### config.mk
export PLATFORM = sky130hd
export DESIGN_NAME = lobm_front
export DESIGN_NICKNAME = d
export VERILOG_FILES = /design/src/hdl/lobm_pkg.sv /design/src/hdl/lobm_front.sv
export SDC_FILE = /design/constraint.sdc
export NUM_CORES = 1
export LEC_CHECK = 0
export ABC_AREA = 1
export ABC_CLOCK_PERIOD_IN_PS = 5400
export BUFFER_PORTS_ARGS = -buffer_cell sky130_fd_sc_hd__buf_4
export CORE_UTILIZATION = 48
export DETAILED_ROUTE_END_ITERATION = 12
export GPL_TIMING_DRIVEN = 1
export HOLD_SLACK_MARGIN = 0.08
export PLACE_DENSITY_LB_ADDON = 0.08
export SYNTH_ARGS = -nofsm -noshare
export SYNTH_HDL_FRONTEND = slang
export SYNTH_SLANG_ARGS = --single-unit
### constraint.sdc
create_clock -name clk -period 5.4 [get_ports clk]
set_clock_uncertainty 0.05 [all_clocks]
set_input_delay 0.27 -clock clk [delete_from_list [all_inputs] [get_ports clk]]
set_output_delay 0.27 -clock clk [all_outputs]
set_load 0.005 [all_outputs]
### src/hdl/lobm_pkg.sv
// Shared types and constants of the order book matcher.
`default_nettype none
package lobm_pkg;
	localparam int PRICE_W = 32;
	localparam int QTY_W = 24;
	localparam int ID_W = 16;
	localparam int OWNER_W = 8;
	localparam int TIME_W = 16;
	localparam int MAX_RESULTS = 63;
	localparam int RES_CNT_W = 6;

	localparam logic [1:0] MODE_ADD = 2'd0;
	localparam logic [1:0] MODE_CANCEL = 2'd1;
	localparam logic [1:0] MODE_MATCH = 2'd2;
	localparam logic [1:0] MODE_NOP = 2'd3;

	localparam logic KIND_TRADE = 1'b0;
	localparam logic KIND_REJECT = 1'b1;

	typedef struct packed {
		logic [1:0] op;
		logic side;
		logic [PRICE_W-1:0] price;
		logic [QTY_W-1:0] qty;
		logic [ID_W-1:0] id;
		logic [OWNER_W-1:0] owner;
		logic [TIME_W-1:0] tstep;
	} item_t;

	typedef struct packed {
		logic kind;
		logic [OWNER_W-1:0] buyer;
		logic [OWNER_W-1:0] seller;
		logic [ID_W-1:0] buy_order;
		logic [ID_W-1:0] sell_order;
		logic [PRICE_W-1:0] price;
		logic [QTY_W-1:0] qty;
		logic [TIME_W-1:0] tstep;
		logic last;
	} result_t;

	typedef struct packed {
		logic eval;
		logic ins;
		logic rem;
		logic pop;
		logic set_qty;
	} side_cmd_t;
endpackage
`default_nettype wire

### src/hdl/lobm_front.sv
// Request intake: classify items, drop no-ops, queue work for the engine.
`default_nettype none
module lobm_front (
	input wire logic clk,
	input wire logic arst_n,
	input wire logic in_valid,
	output logic in_ready,
	input wire lobm_pkg::item_t in_item,
	output logic q_valid,
	input wire logic q_pop,
	output lobm_pkg::item_t q_item
);
	lobm_pkg::item_t mem_q [2];
	logic wr_ptr_q;
	logic rd_ptr_q;
	logic [1:0] fill_q;
	logic keep;
	logic push;

	// drop unknown modes and zero-quantity adds at the door
	always_comb begin
		keep = 1'b0;
		case (in_item.op)
			lobm_pkg::MODE_ADD: keep = (in_item.qty != '0);
			lobm_pkg::MODE_CANCEL: keep = 1'b1;
			lobm_pkg::MODE_MATCH: keep = 1'b1;
			default: keep = 1'b0;
		endcase
	end

	assign in_ready = (fill_q != 2'd2);
	assign push = in_valid && in_ready && keep;
	assign q_valid = (fill_q != 2'd0);
	assign q_item = mem_q[rd_ptr_q];

	// write queue storage
	always_ff @(posedge clk) begin
		if (push) begin
			mem_q[wr_ptr_q] <= in_item;
		end
	end

	// advance pointers and fill level
	always_ff @(posedge clk or negedge arst_n) begin
		if (!arst_n) begin
			wr_ptr_q <= 1'b0;
			rd_ptr_q <= 1'b0;
			fill_q <= 2'd0;
		end else begin
			if (push) wr_ptr_q <= ~wr_ptr_q;
			if (q_pop) rd_ptr_q <= ~rd_ptr_q;
			case ({push, q_pop})
				2'b10: fill_q <= fill_q + 2'd1;
				2'b01: fill_q <= fill_q - 2'd1;
				default: fill_q <= fill_q;
			endcase
		end
	end
endmodule
`default_nettype wire

==> flow_summary.ini <==
[clock_tree]
ctsResizeCount = 0
cts_buffers = 21
h-tree-depth = 1
post-cts-setup-buffer-count = 0
cts.sinks = 202
clock_latency_ps = 480
cts_tree = done
cts_max_path_buffers = 3
cts.clk_slew.worst_paths_ps = 60
cts-root-buf = clkbuf_16

[worst_hold_path]
holdCritPathClass = input pin to flip-flop
hold-path-endpoint = wr_ptr_q
hold_path_depth = 5
holdCritStartpoint = in_valid

[grt]
antenna_found_initial = 0
gr-total-overflow = 0
grt_max_degree = 61
grt_pass1_wl_mm = 22.51
grt_use_total_pct = 17.63
grt_pass1_vias = 4417

[setup_path]
r2r_end = mem_q[1][60]
startpoint_type = input pin
required_ps = 5450
worstSetupEndpointType = flip-flop
r2r_cells = 6
rrSetupSlack_ps = 2670
critPathKind = input pin to flip-flop
reg2reg_from = fill_q[1]
timing.critical_path.arrival_ps = 2940
cp_max_fo = 37

[power_and_ir_drop]
power.share.switching_pct = 24.97
combPwrFrac_pct = 30.1
seq_power_share_pct = 42.3
powerDensity_nw_per_um2 = 434.2
finalPower_mw = 4.900
p_leak_nw = 4.537
intPower_mw = 3.677
peakVddDrop_mv = 0.2566
power.switching_mw = 1.223
p_clk_share_pct = 27.6

[drt]
wl_mm = 15.50
vias = 4293
drc_errors = 0
wl_per_cell_um = 17.00
via_per_inst = 4.707
firstDrtPassIters = 4
drtIter0Drc = 227
drtAntennaViolNets = 0

[sta]
finalWorstSetupSlack_ps = 2517
tns_ps = 0
fmax_ghz = 0.3468
worst_slew_pin_slew_ps = 1036
slew_headroom_pct = 30.74
rsz0062_at_grt = no
hold_violations = 0
finalSetupViolCount = 0
finalMaxSlewViolations = 0
min_period_ps = 2884
finalCritPeriodShare_pct = 53.40

[die]
core_um2 = 16060
num_rows = 46
start_util_pct = 49.70
die_y_um = 130.9
dieArea_um2 = 17150
io_pins = 204
die_w_um = 130.9

[yosys]
synthesis.nets = 465
synth.distinct_cells = 17
synth-seq-cells = 202
synthCells = 359
ys_seq_area_share_pct = 75.76
yosys_warnings = 0
syn_area_um2 = 7980
avgSynthCellArea_um2 = 22.23

[place]
dp_hpwl_mm = 9.440
routabilityCongestion = 0.7008
numPortBuffers = 203
post-place-ws_ps = 2527
postPlaceCellArea_um2 = 9622

[layout]
final_cell_mix = buf_4 (209), edfxtp_1 (198), dlygate4sd3_1 (102)
nets = 788
num_antenna_cells = 0
utilization_pct = 70.27
final_common_cell = buf_4
fin_area_um2 = 11280
area_delta_synth_final_pct = 41.41
drive_gt1_share_pct = 48.85

[outcome]
status = finished clean

[job]
drv_cap = 0
sequential cells by signal, summed over array words and instances (netlist names):
name and cells:
mem_q 198, fill_q 2, rd_ptr_q 1, wr_ptr_q 1
metrics by stage:
| stage | std cells | hold WS [ps] |
|---|---|---|
| finish | 912 | 260.2 |
| CTS | 912 | 239.2 |
| detailed placement | 773 | 22.79 |
| floorplan | 359 | -75.59 |
| global placement | 773 | 17.25 |
| global route | 912 | 284.7 |
kinds of logic after synthesis:
logic type	share of synthesized area, %
flops	75.76
xor+xnor	0.3293
mux	18.63
simple gates	1.709
buf+inv	2.979
fa+ha+maj	0.4704
compound gates	0.1253
worst max path at each step:
| stage | startpoint | to | slack [ps] | cells past startpoint |
|---|---|---|---|---|
| floorplan | fill_q[1] | mem_q[1][0] | 1570 | 5 |
| global placement | in_item[97] | mem_q[1][51] | 2580 | 6 |
| detailed placement | in_item[97] | mem_q[1][49] | 2530 | 6 |
| CTS | in_item[97] | mem_q[1][49] | 2470 | 7 |
| global route | in_item[97] | mem_q[1][60] | 2300 | 7 |
| finish | in_item[97] | mem_q[1][60] | 2520 | 7 |
what timing repair did:
action	4_1_cts	5_1_grt
hold buffers	102	0
hold endpoints to repair	203	0
endpoints found under the setup margin	0	0
power groups by stage:
stage	clock [mW]	sequential (mW)	combinational, mW
finish	1.35	2.07	1.48
global route	1.45	2.09	1.58
CTS	1.38	2.07	1.50
detailed placement	0	2.11	1.43
global placement	0	2.09	1.42
floorplan	0	2.03	1.02
synth_stat cells:
| master | n | area [um2] |
|---|---|---|
| edfxtp_1 | 198 | 5946 |
| mux2_4 | 99 | 1486 |
| nor2_1 | 17 | 63.81 |
| buf_12 | 10 | 200.2 |
| nand2_1 | 10 | 37.54 |
| inv_1 | 7 | 26.28 |
| dfrtp_1 | 4 | 100.1 |
| ha_1 | 3 | 37.54 |
| nand3_1 | 2 | 10.01 |
| xor2_1 | 2 | 17.52 |
| a21oi_1 | 1 | 5.000 |
| buf_6 | 1 | 11.26 |
| nand2_2 | 1 | 6.260 |
| nor3b_2 | 1 | 12.51 |
| o21ai_0 | 1 | 5.000 |
| or2_2 | 1 | 6.260 |
| xnor2_1 | 1 | 8.760 |
final cells by class:
type | count | area [um2]
clock inverters | 9 | 90.09
fillers | 1048 | 4773
well taps | 216 | 270.3
clock buffers | 28 | 551.8
repair buffers | 311 | 2590
inverters | 7 | 28.78
flip-flops and latches | 202 | 6050
multi-input cells | 139 | 1704
per-layer routing:
metal  GRT usage, %  share of wire, %  vias up
li1               -                 -     2030
met1          21.55                41     2086
met2          30.81                51      152
met3          4.357               6.6       25
met4          5.544               1.9        0
met5              0                 0        -
worst max-delay path, stage by stage:
cell           delay (ps)
dlygate4sd3_1         540
buf_4                 150
ha_1                  200
nor3b_2               220
nand2_2               120
nor2_4                790
buf_4                 590
(Power assumes the default switching activity.)
